**src/hw/rtl/bitmap_free_run_allocator_macros.svh**
```systemverilog
// ----------------------------------------------------------------------------
// Assertion macros for the bitmap free-run allocator
// Clocked concurrent checks that can be compiled out with ASSERT_OFF.
// ----------------------------------------------------------------------------
`ifndef BITMAP_FREE_RUN_ALLOCATOR_MACROS_SVH
`define BITMAP_FREE_RUN_ALLOCATOR_MACROS_SVH

`ifndef ASSERT_OFF

// expression must hold at every edge outside reset
`define BFRA_ASSERT(label, clock, reset, expr, msg) \
  label: assert property (@(posedge clock) disable iff (reset) (expr)) else $error(msg);

// same-cycle implication
`define BFRA_ASSERT_IMPL(label, clock, reset, ante, cons, msg) \
  label: assert property (@(posedge clock) disable iff (reset) (ante) |-> (cons)) \
    else $error(msg);

`else

`define BFRA_ASSERT(label, clock, reset, expr, msg)
`define BFRA_ASSERT_IMPL(label, clock, reset, ante, cons, msg)

`endif

`endif

```
**src/hw/rtl/bfra_pkg.sv**
```systemverilog
// ----------------------------------------------------------------------------
// bfra_pkg
// Shared sizes, codes, types and helpers of the bitmap free-run allocator.
// ----------------------------------------------------------------------------
`timescale 1ns / 1ps

package bfra_pkg;

  localparam int MAX_SLOTS  = 1024;
  localparam int WORD_BITS  = 32;
  localparam int WORD_COUNT = MAX_SLOTS / WORD_BITS;
  localparam int WORD_IDX_W = $clog2(WORD_BITS);
  localparam int ADDR_W     = $clog2(WORD_COUNT);
  localparam int COUNT_W    = 11;
  localparam int INDEX_W    = 10;
  localparam int WHOLE_W    = COUNT_W - WORD_IDX_W;

  localparam logic [COUNT_W-1:0] RESET_COUNT = COUNT_W'(1024);

  // APB register map
  localparam int PADDR_W = 2;
  localparam int PDATA_W = 32;
  localparam logic [PADDR_W-1:0] REG_ELEMENT_COUNT = PADDR_W'(0);

  typedef enum logic [1:0] {
    CMD_READ  = 2'd0,
    CMD_WRITE = 2'd1,
    CMD_FIND  = 2'd2,
    CMD_INIT  = 2'd3
  } cmd_t;

  typedef enum logic [1:0] {
    STATUS_OK         = 2'd0,
    STATUS_BAD_INDEX  = 2'd1,
    STATUS_BAD_LENGTH = 2'd2
  } status_t;

  typedef enum logic [2:0] {
    S_CLEAR,
    S_IDLE,
    S_BIT,
    S_FIND,
    S_INIT,
    S_RESP
  } state_t;

  // per-word scan outcome
  typedef struct packed {
    logic                  hit;
    logic [WORD_IDX_W-1:0] pos;
    logic [COUNT_W-1:0]    carry;
  } scan_t;

  // Bits of word w that lie below count n: all, a low part, or none.
  function automatic logic [WORD_BITS-1:0] fill_word(input logic [ADDR_W-1:0]  w,
                                                     input logic [COUNT_W-1:0] n);
    logic [WHOLE_W-1:0]    whole;
    logic [WORD_IDX_W-1:0] rem;
    logic [WORD_BITS-1:0]  m;
    whole = n[COUNT_W-1:WORD_IDX_W];
    rem   = n[WORD_IDX_W-1:0];
    for (int b = 0; b < WORD_BITS; b++) begin
      m[b] = (WORD_IDX_W'(b) < rem);
    end
    if (WHOLE_W'(w) < whole) begin
      fill_word = '1;
    end else if (WHOLE_W'(w) == whole) begin
      fill_word = m;
    end else begin
      fill_word = '0;
    end
  endfunction

endpackage

```
**src/hw/rtl/bfra_ram.sv**
```systemverilog
// ----------------------------------------------------------------------------
// bfra_ram
// Generic simple dual-port RAM, one write port, registered read.
// ----------------------------------------------------------------------------
`timescale 1ns / 1ps

module bfra_ram #(
  parameter int WIDTH = 32,
  parameter int DEPTH = 32
) (
  input  logic                     clk,
  input  logic                     we,
  input  logic [$clog2(DEPTH)-1:0] waddr,
  input  logic [WIDTH-1:0]         wdata,
  input  logic [$clog2(DEPTH)-1:0] raddr,
  output logic [WIDTH-1:0]         rdata
);

  logic [WIDTH-1:0] mem [DEPTH];

  always_ff @(posedge clk) begin
    if (we) begin
      mem[waddr] <= wdata;
    end
    rdata <= mem[raddr];
  end

endmodule

```
**src/hw/rtl/bfra_word_scan.sv**
```systemverilog
// ----------------------------------------------------------------------------
// bfra_word_scan
// Finds the first position in one bitmap word where a free run of the
// requested length ends, given the run carried in from lower words.
// ----------------------------------------------------------------------------
`timescale 1ns / 1ps

module bfra_word_scan (
  input  logic [bfra_pkg::WORD_BITS-1:0] word,
  input  logic [bfra_pkg::COUNT_W-1:0]   carry_in,
  input  logic [bfra_pkg::COUNT_W-1:0]   run_length,
  output bfra_pkg::scan_t                result
);
  import bfra_pkg::*;

  localparam int LEVELS = WORD_IDX_W;

  // hz: a used slot at or below b; pz: highest such slot
  logic                  hz [LEVELS+1][WORD_BITS];
  logic [WORD_IDX_W-1:0] pz [LEVELS+1][WORD_BITS];
  logic [WORD_BITS-1:0]  hit;

  genvar k, b;
  generate
    for (b = 0; b < WORD_BITS; b++) begin : g_init
      assign hz[0][b] = ~word[b];
      assign pz[0][b] = WORD_IDX_W'(b);
    end
    for (k = 0; k < LEVELS; k++) begin : g_level
      for (b = 0; b < WORD_BITS; b++) begin : g_bit
        if (b >= (1 << k)) begin : g_take
          assign hz[k+1][b] = hz[k][b] | hz[k][b-(1<<k)];
          assign pz[k+1][b] = hz[k][b] ? pz[k][b] : pz[k][b-(1<<k)];
        end else begin : g_pass
          assign hz[k+1][b] = hz[k][b];
          assign pz[k+1][b] = pz[k][b];
        end
      end
    end
    for (b = 0; b < WORD_BITS; b++) begin : g_hit
      logic [COUNT_W-1:0] run_end;
      assign run_end = hz[LEVELS][b] ? (COUNT_W'(b) - COUNT_W'(pz[LEVELS][b]))
                                     : (carry_in + COUNT_W'(b + 1));
      assign hit[b] = (run_end >= run_length);
    end
  endgenerate

  // lowest ending position wins
  always_comb begin
    result.hit = |hit;
    result.pos = '0;
    for (int i = WORD_BITS - 1; i >= 0; i--) begin
      if (hit[i]) begin
        result.pos = WORD_IDX_W'(i);
      end
    end
    result.carry = hz[LEVELS][WORD_BITS-1]
                 ? (COUNT_W'(WORD_BITS - 1) - COUNT_W'(pz[LEVELS][WORD_BITS-1]))
                 : (carry_in + COUNT_W'(WORD_BITS));
  end

endmodule

```
**src/hw/rtl/bitmap_free_run_allocator.sv**
```systemverilog
// ----------------------------------------------------------------------------
// bitmap_free_run_allocator
// Flow: read/write fetch the addressed word first; range errors and zero-length
//   find go straight to the result; find scans to a hit or the count's last word.
// Throughput: one command at a time; the next is taken the cycle after the
//   result enters the output register, find paced by one RAM word per cycle.
// Reset: sync, active high; a clearing pass fills the RAM, in_ready low.
// ----------------------------------------------------------------------------
`timescale 1ns / 1ps
`include "bitmap_free_run_allocator_macros.svh"

module bitmap_free_run_allocator (
  input  logic                         clk,
  input  logic                         rst,
  // command channel
  input  logic                         in_valid,
  output logic                         in_ready,
  input  logic [1:0]                   command,
  input  logic [bfra_pkg::INDEX_W-1:0] bit_index,
  input  logic                         write_value,
  input  logic [bfra_pkg::COUNT_W-1:0] run_length,
  // result channel
  output logic                         out_valid,
  input  logic                         out_ready,
  output logic [1:0]                   status,
  output logic                         bit_value,
  output logic                         found,
  output logic [bfra_pkg::INDEX_W-1:0] region_start,
  // APB config port
  input  logic                         psel,
  input  logic                         penable,
  input  logic                         pwrite,
  input  logic [bfra_pkg::PADDR_W-1:0] paddr,
  input  logic [bfra_pkg::PDATA_W-1:0] pwdata,
  output logic [bfra_pkg::PDATA_W-1:0] prdata,
  output logic                         pready
);
  import bfra_pkg::*;

  localparam logic [ADDR_W-1:0] LAST_ADDR = ADDR_W'(WORD_COUNT - 1);

  // --------------------------------------------------------------------------
  // Config register. Count above MAX_SLOTS behaves as MAX_SLOTS.
  // --------------------------------------------------------------------------
  logic [COUNT_W-1:0] element_count;
  logic [COUNT_W-1:0] live_count;
  logic [ADDR_W-1:0]  last_word;
  logic [COUNT_W-1:0] count_m1;

  assign pready = 1'b1;

  always_ff @(posedge clk) begin
    if (rst) begin
      element_count <= RESET_COUNT;
    end else if (psel && penable && pwrite && pready && (paddr == REG_ELEMENT_COUNT)) begin
      element_count <= pwdata[COUNT_W-1:0];
    end
  end

  always_comb begin
    prdata = '0;
    if (paddr == REG_ELEMENT_COUNT) begin
      prdata = PDATA_W'(element_count);
    end
  end

  assign live_count = (element_count > COUNT_W'(MAX_SLOTS)) ? COUNT_W'(MAX_SLOTS)
                                                            : element_count;
  // word holding the last slot in use (only meaningful for a nonzero count)
  assign count_m1  = live_count - COUNT_W'(1);
  assign last_word = count_m1[WORD_IDX_W +: ADDR_W];

  // --------------------------------------------------------------------------
  // Bitmap RAM: one word per WORD_BITS slots, 1 = free.
  // --------------------------------------------------------------------------
  logic                 ram_we;
  logic [ADDR_W-1:0]    ram_waddr;
  logic [WORD_BITS-1:0] ram_wdata;
  logic [ADDR_W-1:0]    ram_raddr;
  logic [WORD_BITS-1:0] ram_rdata;

  bfra_ram #(
    .WIDTH (WORD_BITS),
    .DEPTH (WORD_COUNT)
  ) u_ram (
    .clk   (clk),
    .we    (ram_we),
    .waddr (ram_waddr),
    .wdata (ram_wdata),
    .raddr (ram_raddr),
    .rdata (ram_rdata)
  );

  // --------------------------------------------------------------------------
  // Run search over the word just read. Slots at or above the count are
  // masked off so a stale free bit past the count never extends a run.
  // --------------------------------------------------------------------------
  logic [WORD_BITS-1:0] scan_word;
  scan_t                scan;

  logic [COUNT_W-1:0] carry, carry_next;
  logic [COUNT_W-1:0] len, len_next;
  logic [ADDR_W-1:0]  word_ptr, word_ptr_next;

  assign scan_word = ram_rdata & fill_word(word_ptr, live_count);

  bfra_word_scan u_scan (
    .word       (scan_word),
    .carry_in   (carry),
    .run_length (len),
    .result     (scan)
  );

  // --------------------------------------------------------------------------
  // Sequencer
  // --------------------------------------------------------------------------
  state_t               state, state_next;
  cmd_t                 cmd, cmd_next;
  logic [INDEX_W-1:0]   idx, idx_next;
  logic                 wval, wval_next;
  status_t              res_status, res_status_next;
  logic                 res_bit, res_bit_next;
  logic                 res_found, res_found_next;
  logic [INDEX_W-1:0]   res_start, res_start_next;
  logic [COUNT_W-1:0]   start_sum;
  logic                 out_load;

  assign in_ready = (state == S_IDLE);
  assign out_load = (state == S_RESP) && (!out_valid || out_ready);

  // run ends at (word_ptr, pos); start = end + 1 - len
  assign start_sum = COUNT_W'({word_ptr, scan.pos}) + COUNT_W'(1) - len;

  always_ff @(posedge clk) begin
    if (rst) begin
      state    <= S_CLEAR;
      word_ptr <= '0;
    end else begin
      state    <= state_next;
      word_ptr <= word_ptr_next;
    end
  end

  always_ff @(posedge clk) begin
    cmd        <= cmd_next;
    idx        <= idx_next;
    wval       <= wval_next;
    len        <= len_next;
    carry      <= carry_next;
    res_status <= res_status_next;
    res_bit    <= res_bit_next;
    res_found  <= res_found_next;
    res_start  <= res_start_next;
  end

  always_comb begin
    state_next      = state;
    cmd_next        = cmd;
    idx_next        = idx;
    wval_next       = wval;
    len_next        = len;
    carry_next      = carry;
    word_ptr_next   = word_ptr;
    res_status_next = res_status;
    res_bit_next    = res_bit;
    res_found_next  = res_found;
    res_start_next  = res_start;

    ram_raddr = word_ptr;
    ram_we    = 1'b0;
    ram_waddr = word_ptr;
    ram_wdata = fill_word(word_ptr, live_count);

    unique case (state)
      // post-reset fill: the user must keep the count at its reset value here; the block does not enforce it
      S_CLEAR: begin
        ram_we = 1'b1;
        if (word_ptr == LAST_ADDR) begin
          word_ptr_next = '0;
          state_next    = S_IDLE;
        end else begin
          word_ptr_next = word_ptr + ADDR_W'(1);
        end
      end

      S_IDLE: begin
        ram_raddr = bit_index[WORD_IDX_W +: ADDR_W];
        if (in_valid) begin
          cmd_next        = cmd_t'(command);
          idx_next        = bit_index;
          wval_next       = write_value;
          len_next        = run_length;
          carry_next      = '0;
          word_ptr_next   = '0;
          res_status_next = STATUS_OK;
          res_bit_next    = 1'b0;
          res_found_next  = 1'b0;
          res_start_next  = '0;
          unique case (cmd_t'(command))
            CMD_READ, CMD_WRITE: begin
              if (COUNT_W'(bit_index) >= live_count) begin
                res_status_next = STATUS_BAD_INDEX;
                state_next      = S_RESP;
              end else begin
                state_next = S_BIT;
              end
            end
            CMD_FIND: begin
              ram_raddr = '0;
              if (run_length > live_count) begin
                res_status_next = STATUS_BAD_LENGTH;
                state_next      = S_RESP;
              end else if (run_length == '0) begin
                res_found_next = 1'b1;
                state_next     = S_RESP;
              end else begin
                state_next = S_FIND;
              end
            end
            CMD_INIT: begin
              state_next = (live_count == '0) ? S_RESP : S_INIT;
            end
            default: begin
              state_next = S_RESP;
            end
          endcase
        end
      end

      // word holding the addressed slot is on the read port
      S_BIT: begin
        if (cmd == CMD_READ) begin
          res_bit_next = ram_rdata[idx[WORD_IDX_W-1:0]];
        end else begin
          ram_we    = 1'b1;
          ram_waddr = idx[WORD_IDX_W +: ADDR_W];
          ram_wdata = ram_rdata;
          ram_wdata[idx[WORD_IDX_W-1:0]] = wval;
        end
        state_next = S_RESP;
      end

      // word word_ptr on the read port, next word already requested
      S_FIND: begin
        ram_raddr = word_ptr + ADDR_W'(1);
        if (scan.hit) begin
          res_found_next = 1'b1;
          res_start_next = start_sum[INDEX_W-1:0];
          state_next     = S_RESP;
        end else if (word_ptr == last_word) begin
          state_next = S_RESP;
        end else begin
          word_ptr_next = word_ptr + ADDR_W'(1);
          carry_next    = scan.carry;
        end
      end

      // one word per cycle; words past the count keep their contents
      S_INIT: begin
        ram_we = 1'b1;
        if (word_ptr == last_word) begin
          state_next = S_RESP;
        end else begin
          word_ptr_next = word_ptr + ADDR_W'(1);
        end
      end

      // wait for the output register to free up
      S_RESP: begin
        if (out_load) begin
          state_next = S_IDLE;
        end
      end

      default: begin
        state_next = S_IDLE;
      end
    endcase
  end

  // --------------------------------------------------------------------------
  // Output register
  // --------------------------------------------------------------------------
  status_t            out_status;
  logic               out_bit;
  logic               out_found;
  logic [INDEX_W-1:0] out_start;

  always_ff @(posedge clk) begin
    if (rst) begin
      out_valid <= 1'b0;
    end else if (out_load) begin
      out_valid <= 1'b1;
    end else if (out_ready) begin
      out_valid <= 1'b0;
    end
  end

  always_ff @(posedge clk) begin
    if (out_load) begin
      out_status <= res_status;
      out_bit    <= res_bit;
      out_found  <= res_found;
      out_start  <= res_start;
    end
  end

  assign status       = out_status;
  assign bit_value    = out_bit;
  assign found        = out_found;
  assign region_start = out_start;

  // --------------------------------------------------------------------------
  // Checks
  // --------------------------------------------------------------------------
  `BFRA_ASSERT_IMPL(a_found_ok, clk, rst, out_valid && found, (status == STATUS_OK) && !bit_value, "found result carries error or bit")
  `BFRA_ASSERT_IMPL(a_bit_ok, clk, rst, out_valid && bit_value, (status == STATUS_OK) && !found, "read bit on error or find result")
  `BFRA_ASSERT_IMPL(a_no_write_in_find, clk, rst, state == S_FIND, !ram_we, "bitmap written during run search")

endmodule

```
**config.mk**
```make
export PLATFORM = sky130hd
export DESIGN_NAME = bitmap_free_run_allocator
export DESIGN_NICKNAME = d
export VERILOG_FILES = /design/src/hw/rtl/bfra_pkg.sv /design/src/hw/rtl/bfra_ram.sv /design/src/hw/rtl/bfra_word_scan.sv /design/src/hw/rtl/bitmap_free_run_allocator.sv
export VERILOG_INCLUDE_DIRS = /design/src /design/src/hw/rtl
export SDC_FILE = /design/constraint.sdc
export NUM_CORES = 2
export LEC_CHECK = 0
export ABC_AREA = 1
export BUFFER_PORTS_ARGS = -buffer_cell sky130_fd_sc_hd__buf_2
export CELL_PAD_IN_SITES_DETAIL_PLACEMENT = 0
export CELL_PAD_IN_SITES_GLOBAL_PLACEMENT = 1
export CORE_MARGIN = 1.5
export CORE_UTILIZATION = 50
export DETAILED_ROUTE_END_ITERATION = 8
export PLACE_DENSITY_LB_ADDON = 0.25
export SLEW_MARGIN = 10
export SYNTH_ARGS = -nofsm -noshare
export SYNTH_HDL_FRONTEND = slang
export SYNTH_SLANG_ARGS = --single-unit
```
**constraint.sdc**
```tcl
create_clock -name clk -period 13.1 [get_ports clk]
set_clock_uncertainty 0.05 [all_clocks]
set_input_delay 1.31 -clock clk [delete_from_list [all_inputs] [get_ports clk]]
set_output_delay 1.31 -clock clk [all_outputs]
set_load 0.05 [all_outputs]
```
## After elaboration in Yosys (flattened, before gate mapping)

Memory sizes are Yosys's and may differ from the RTL's. A register that Yosys moved wholly into a read port is not among the register bits.
Index checks and enable logic that the tools add are counted.

| word-level totals | value |
|---|---|
| register bits after elaboration | 83 |
| memories | 1 |
| output and inout bits | 49 |
| input bits | 65 |
| logic and storage cells | 611 |
| bits in writable memories | 1,024 |

| operators by class | value |
|---|---|
| multiplexer cells | 250 |
| bitwise logic cells | 162 |
| $add $sub $neg | 67 |
| reduce and logical (&&, ||, !) cells | 26 |
| $lt $le $gt $ge | 70 |
| equality and inequality tests | 18 |

Memories:

| memory | words | width | read ports | clocked after Yosys merged registers in | wr ports | line | text |
|---|---|---|---|---|---|---|---|
| u_ram.mem | 32 | 32 | 1 | 1 | 1 | bfra_ram.sv:19 | `logic [WIDTH-1:0] mem [DEPTH];` |

Operators by type and width:

| operator | count |
|---|---|
| $mux 5 | 139 |
| $mux 11 | 37 |
| $ge 11x11->1 | 32 |
| $add 11x5->11 const B | 16 |
| $or 1x1->1 | 129 |
| $mux 32 | 4 |
| $sub 5x5->6 const A | 16 |
| $add 11x4->11 const B | 8 |
| $lt 5x5->1 const A | 16 |
| $sub 4x5->6 const A | 8 |
| $add 11x3->11 const B | 4 |
| $lt 4x5->1 const A | 8 |
| $mux 3 | 12 |
| $and 32x32->32 | 1 |
| $bwmux 32 | 1 |
| $mux 1 | 32 |
| $not 1->1 | 32 |
| $reduce_or 32->1 | 1 |
| $sub 3x5->6 const A | 4 |
| $add 11x2->11 const B | 2 |
| $logic_not 11->1 | 2 |
| $pmux 11 s2 | 1 |
| $lt 3x5->1 const A | 4 |
| $mux 10 | 2 |
| 47 further kinds | 82 |

## Depth between registers and ports, before layout

| logic depth | value |
|---|---|
| depth after elaboration | 51 |
| depth in mapped cells | 87 |

## Modules after synthesis

From an unflattened synthesis, not the netlist that was laid out.

| unflattened totals | value |
|---|---|
| cells, all modules | 7,273 |
| area total of the unflattened synthesis | 65,414.0 um^2 |

Modules (own cells, without submodules):

| module | cells each | instances | sequential area each (um^2) | area an instance (um^2) |
|---|---|---|---|---|
| bfra_ram | 3,536 | 1 | 31,390.1 | 42,405.7 |
| bfra_word_scan | 2,854 | 1 | 0.0 | 16,522.1 |
| bitmap_free_run_allocator | 883 | 1 | 2,292.2 | 6,486.2 |

## Worst setup path before layout

OpenSTA, ideal clock, no wires.

| timing path | value |
|---|---|
| path type | flip-flop to flip-flop |
| start | register element_count[1] |
| end | register res_start[9], data pin |
| stages on the path, launching flop included | 87 |
| setup slack | 4.865 ns |
| data arrival time | 8.039 ns |
| path buffers | 1 |
| cells stage by stage | dfxtp_1 > nor2_2 > nand3_2 > o21ai_4 > inv_4 > nor2_1 > inv_1 > ha_1 > inv_1 > o21bai_1 > a21oi_4 > inv_2 > buf_2 > nand2_1 > nand2_2 > a21oi_2 > inv_2 > nor2_4 > (+51 left out) > nand2_1 > a21oi_1 > ha_1 > ha_1 > fa_1 > a21oi_1 > nor2_1 > nor2_1 > nor2_1 > nor2_1 > inv_1 > a21oi_1 > nor2_1 > nor2_1 > inv_1 > a21oi_1 > o21ai_0 > a21oi_1 |

| between the ends | value |
|---|---|
| cells in the longest elaborated chain, start to end | 51 |
| elaborated cells between the ends (all ways) | 460 |
| those cells by class | add/sub (33); order compare (66); eq/ne (1); mux (198); bitwise (162) |

RTL lines:

| what | line | text |
|---|---|---|
| start: declaration | bitmap_free_run_allocator.sv:45 | `logic [COUNT_W-1:0] element_count;` |
| start signal: assignment | bitmap_free_run_allocator.sv:56 | `element_count <= pwdata[COUNT_W-1:0];` |
| $gt 11x11->1 | bitmap_free_run_allocator.sv:67 | `assign live_count = (element_count > COUNT_W'(MAX_SLOTS)) ? COUNT_W'(MAX_SLOTS)` |
| $mux 11 * | bitmap_free_run_allocator.sv:67 |  |
| $lt 2x5->1 (tied with other cells) | bfra_pkg.sv:63 | `m[b] = (WORD_IDX_W'(b) < rem);` |
| $mux 32 | bfra_pkg.sv:67 | `end else if (WHOLE_W'(w) == whole) begin` |
| $mux 32 * | bfra_pkg.sv:65 | `if (WHOLE_W'(w) < whole) begin` |
| $and 32x32->32 * | bitmap_free_run_allocator.sv:105 | `assign scan_word = ram_rdata & fill_word(word_ptr, live_count);` |
| $not 1->1 | bfra_word_scan.sv:26 | `assign hz[0][b] = ~word[b];` |
| $or 1x1->1 | bfra_word_scan.sv:32 | `assign hz[k+1][b] = hz[k][b] \| hz[k][b-(1<<k)];` |
| (+5 left out) | n/a |  |
| $mux 11 | bfra_word_scan.sv:42 | `assign run_end = hz[LEVELS][b] ? (COUNT_W'(b) - COUNT_W'(pz[LEVELS][b]))` |
| $ge 11x11->1 | bfra_word_scan.sv:44 | `assign hit[b] = (run_end >= run_length);` |
| $mux 5 (31 in series) | bfra_word_scan.sv:53 | `if (hit[i]) begin` |
| $mux 5 * | bfra_word_scan.sv:53 |  |
| $add 10x1->10 * | bitmap_free_run_allocator.sv:132 | `assign start_sum = COUNT_W'({word_ptr, scan.pos}) + COUNT_W'(1) - len;` |
| $sub 10x10->10 * | bitmap_free_run_allocator.sv:132 |  |
| $mux 10 * | bitmap_free_run_allocator.sv:246 | `if (scan.hit) begin` |
| $pmux 10 s2 * | bitmap_free_run_allocator.sv:174 | `unique case (state)` |
| end signal: assignment | bitmap_free_run_allocator.sv:153 | `res_start <= res_start_next;` |
| end: declaration | bitmap_free_run_allocator.sv:124 | `logic [INDEX_W-1:0] res_start, res_start_next;` |

Every way passes the cells marked *; elsewhere a longest branch is shown, timed or not. The select of a mux whose other input is x is not followed.
A chain may end at the register's enable or synchronous reset.

## Worst setup path after layout

| timing path | value |
|---|---|
| start | register element_count[8] |
| end | register res_start[9], data pin |

The elaborated chain is that of the path after synthesis.

==> flow_metrics.tcl <==
set metrics [dict create \
    fin_setup_tns_ns 0 \
    yosys_warnings 0 \
    p_sw_mw 3.15 \
    ff2ff_setup_slack_ns 2.07 \
    swShare 0.321 \
    die_w_um 361 \
    layout-drive-gt1-share 0.103 \
    finalCriticalPeriod_ns 11.03 \
    die_area_um2 130000 \
    cts_root_buffer "clkbuf_16" \
    hpwlAfterDp_mm 136 \
    cts_buffer_depth 3 \
    critPathKind "flip-flop to flip-flop" \
    vdd_drop_max_mv 0.138 \
    synth_seq_area_share 0.526 \
    postLayoutCellArea_um2 70400 \
    die_y_um 361 \
    place_area_um2 66700 \
    grt_remaining_overflow 0 \
    clk_pin_slew_ns 0.05 \
    syn_inst 6279 \
    port_buffers 70 \
    avgSynthCellArea_um2 10.2 \
    netlist_area_um2 64000 \
    slew_headroom 0.107 \
    cts.repair.resized 0 \
    synth_edf_count 1087 \
    slowest_stage "nor2_1" \
    fin_nets 6820 \
    min_path_cells 0 \
    clock_latency_ns 0.74 \
    io_pins 114 \
    rows 131 \
    grt_pass1_wl_mm 310 \
    hold_path_class "flip-flop to flip-flop" \
    setup_violations 0 \
    antenna_found_initial 2 \
    p_leak_nw 27.1 \
    endpoint_kind "flip-flop" \
    p_clk_frac 0.325 \
    drt_iter0_markers 5147 \
    rsz0062_at_grt "no" \
    cts-hold-fix-buffers 0 \
    cts_buffers 112 \
    grt_use_total 0.322 \
    slew_viol_final 0 \
    gp_congestion 1.01 \
    p_seq_frac 0.414 \
    async_flop_share 0 \
    cts_tree "yes" \
    synth_flop_cell "edfxtp_1" \
    core-area_um2 127000 \
    max-cap-violations 0 \
    worst_pin_slew_ns 1.33 \
    synth-seq-cells 1139 \
    path_common_cell "nand2_1" \
    syn_to_final_growth_pct 10.0 \
    postCtsSetupBuffers 0 \
    synth.distinct_cells 79 \
    cp_slowest_stage_delay_ns 0.71 \
    postRouteWirelength_mm 213 \
    dr_total_vias 49400 \
    intPower_mw 6.65 \
    num-fill-cells 11100 \
    layout_common_cells "edfxtp_1 (1087), nor2_1 (1023), nand2_1 (623)" \
    worstRegToRegCells 80 \
    drc_errors 0 \
    post_drt_wl_per_cell_um 26.3 \
    period_share 0.842 \
    status "complete, no violations" \
    p_comb_frac 0.261 \
    grt_pass1_vias 46200 \
    first_pass_iters 9 \
    cts.htree.levels 3 \
    via_per_inst 6.12 \
    cts.sinks 1139 \
    power_per_cell_area_nw_per_um2 139 \
    antenna_left 0 \
    critical_path_required_ns 13.52 \
    timing.fmax_ghz 0.0907 \
    crit_arrival_ns 11.45 \
    initial_core_util 0.503 \
    startpoint_type "flip-flop" \
    finalHoldViolations 0 \
    grt_max_degree 154 \
    layout_commonest_cell "edfxtp_1" \
    cp_max_fo 9 \
]
synth_stat cells (28+ instances only):
master	count	area share
nor2_1	1059	0.062
nand4_1	32	0.0031
nand2_1	624	0.037
o211a_1	33	0.0052
o21ai_0	529	0.041
o32ai_1	98	0.013
a31oi_1	65	0.0064
o221ai_1	167	0.023
a311oi_1	34	0.0047
ha_1	443	0.087
inv_2	94	0.0055
nor2_2	41	0.0040
edfxtp_1	1087	0.51
a21oi_1	312	0.024
o211ai_1	73	0.0086
xor2_1	193	0.026
nor2_4	28	0.0049
mux2i_1	161	0.025
nand3_1	70	0.0055
clkbuf_1	255	0.015
nor3_1	36	0.0028
dfxtp_1	52	0.016
inv_1	412	0.024
power by group through the flow:
stage	registers, mW	logic, mW	clock network (mW)
after floorplan	4.10	1.75	0
after global placement	4.13	2.46	0
after detailed placement	4.13	2.49	0
after CTS	4.05	2.50	3.22
after global routing	4.05	2.84	3.35
final	4.05	2.56	3.18
per-layer routing:
layer	up-vias	track usage	routed length, um
li1	22700	-	-
met1	23900	0.414	84100
met2	2216	0.532	101000
met3	524	0.0412	15600
met4	2	0.170	12200
met5	-	0	17
flip-flops by register name (all words and copies together) (netlist names), 2 cells and up:
| name | count |
|---|---|
| u_ram.mem | 1024 |
| u_ram.rdata | 32 |
| carry | 11 |
| element_count | 11 |
| len | 11 |
| idx | 10 |
| region_start | 10 |
| res_start | 10 |
| word_ptr | 5 |
| state | 3 |
| cmd | 2 |
| res_status | 2 |
| status | 2 |
worst paths after layout:
check | to | startpoint
worst max-delay path | res_start[9] | element_count[8]
worst min register to register | status[0] | res_status[0]
worst max register to register | res_start[9] | element_count[8]
worst min-delay path | status[0] | res_status[0]
cell type report:
cell class,instances,area (um2),area share
sequential,1139,33700,0.478
clock buffer,151,3030,0.0430
inverter,519,1970,0.0280
timing repair buffer,202,1380,0.0196
multi-input combinational,4337,27600,0.392
antenna,1,2.50,0.0000355
clock inverter,59,641,0.00910
tap,1662,2080,0.0295
metrics by stage:
step / setup WS [ns] / util / std cells / hold WS, ns / power (mW)
after global routing: 1.26 / 0.554 / 8069 / 0.371 / 10.3
after CTS: 2.23 / 0.553 / 8069 / 0.364 / 9.78
final: 2.07 / 0.554 / 8070 / 0.361 / 9.79
after detailed placement: 2.27 / 0.525 / 7859 / 0.355 / 6.62
after global placement: 2.21 / 0.525 / 7859 / 0.353 / 6.59
after floorplan: 4.86 / - / 6299 / 0.350 / 5.85
worst max-delay path, delay by kind of cell (launching register included):
family,cells,cell delay (ns)
xor+xnor,1,0.12
flops,1,0.33
simple gates,53,5.55
buf+inv,7,0.84
compound gates,13,2.45
fa+ha+maj,6,1.39
kinds of logic after synthesis:
kind of cell,synth area share
fa+ha+maj,0.0869
compound gates,0.155
simple gates,0.129
xor+xnor,0.0274
flops,0.526
mux,0.0252
other cells,0.000117
buf+inv,0.0502
No activity file was read; power rests on OpenSTA's default activity.
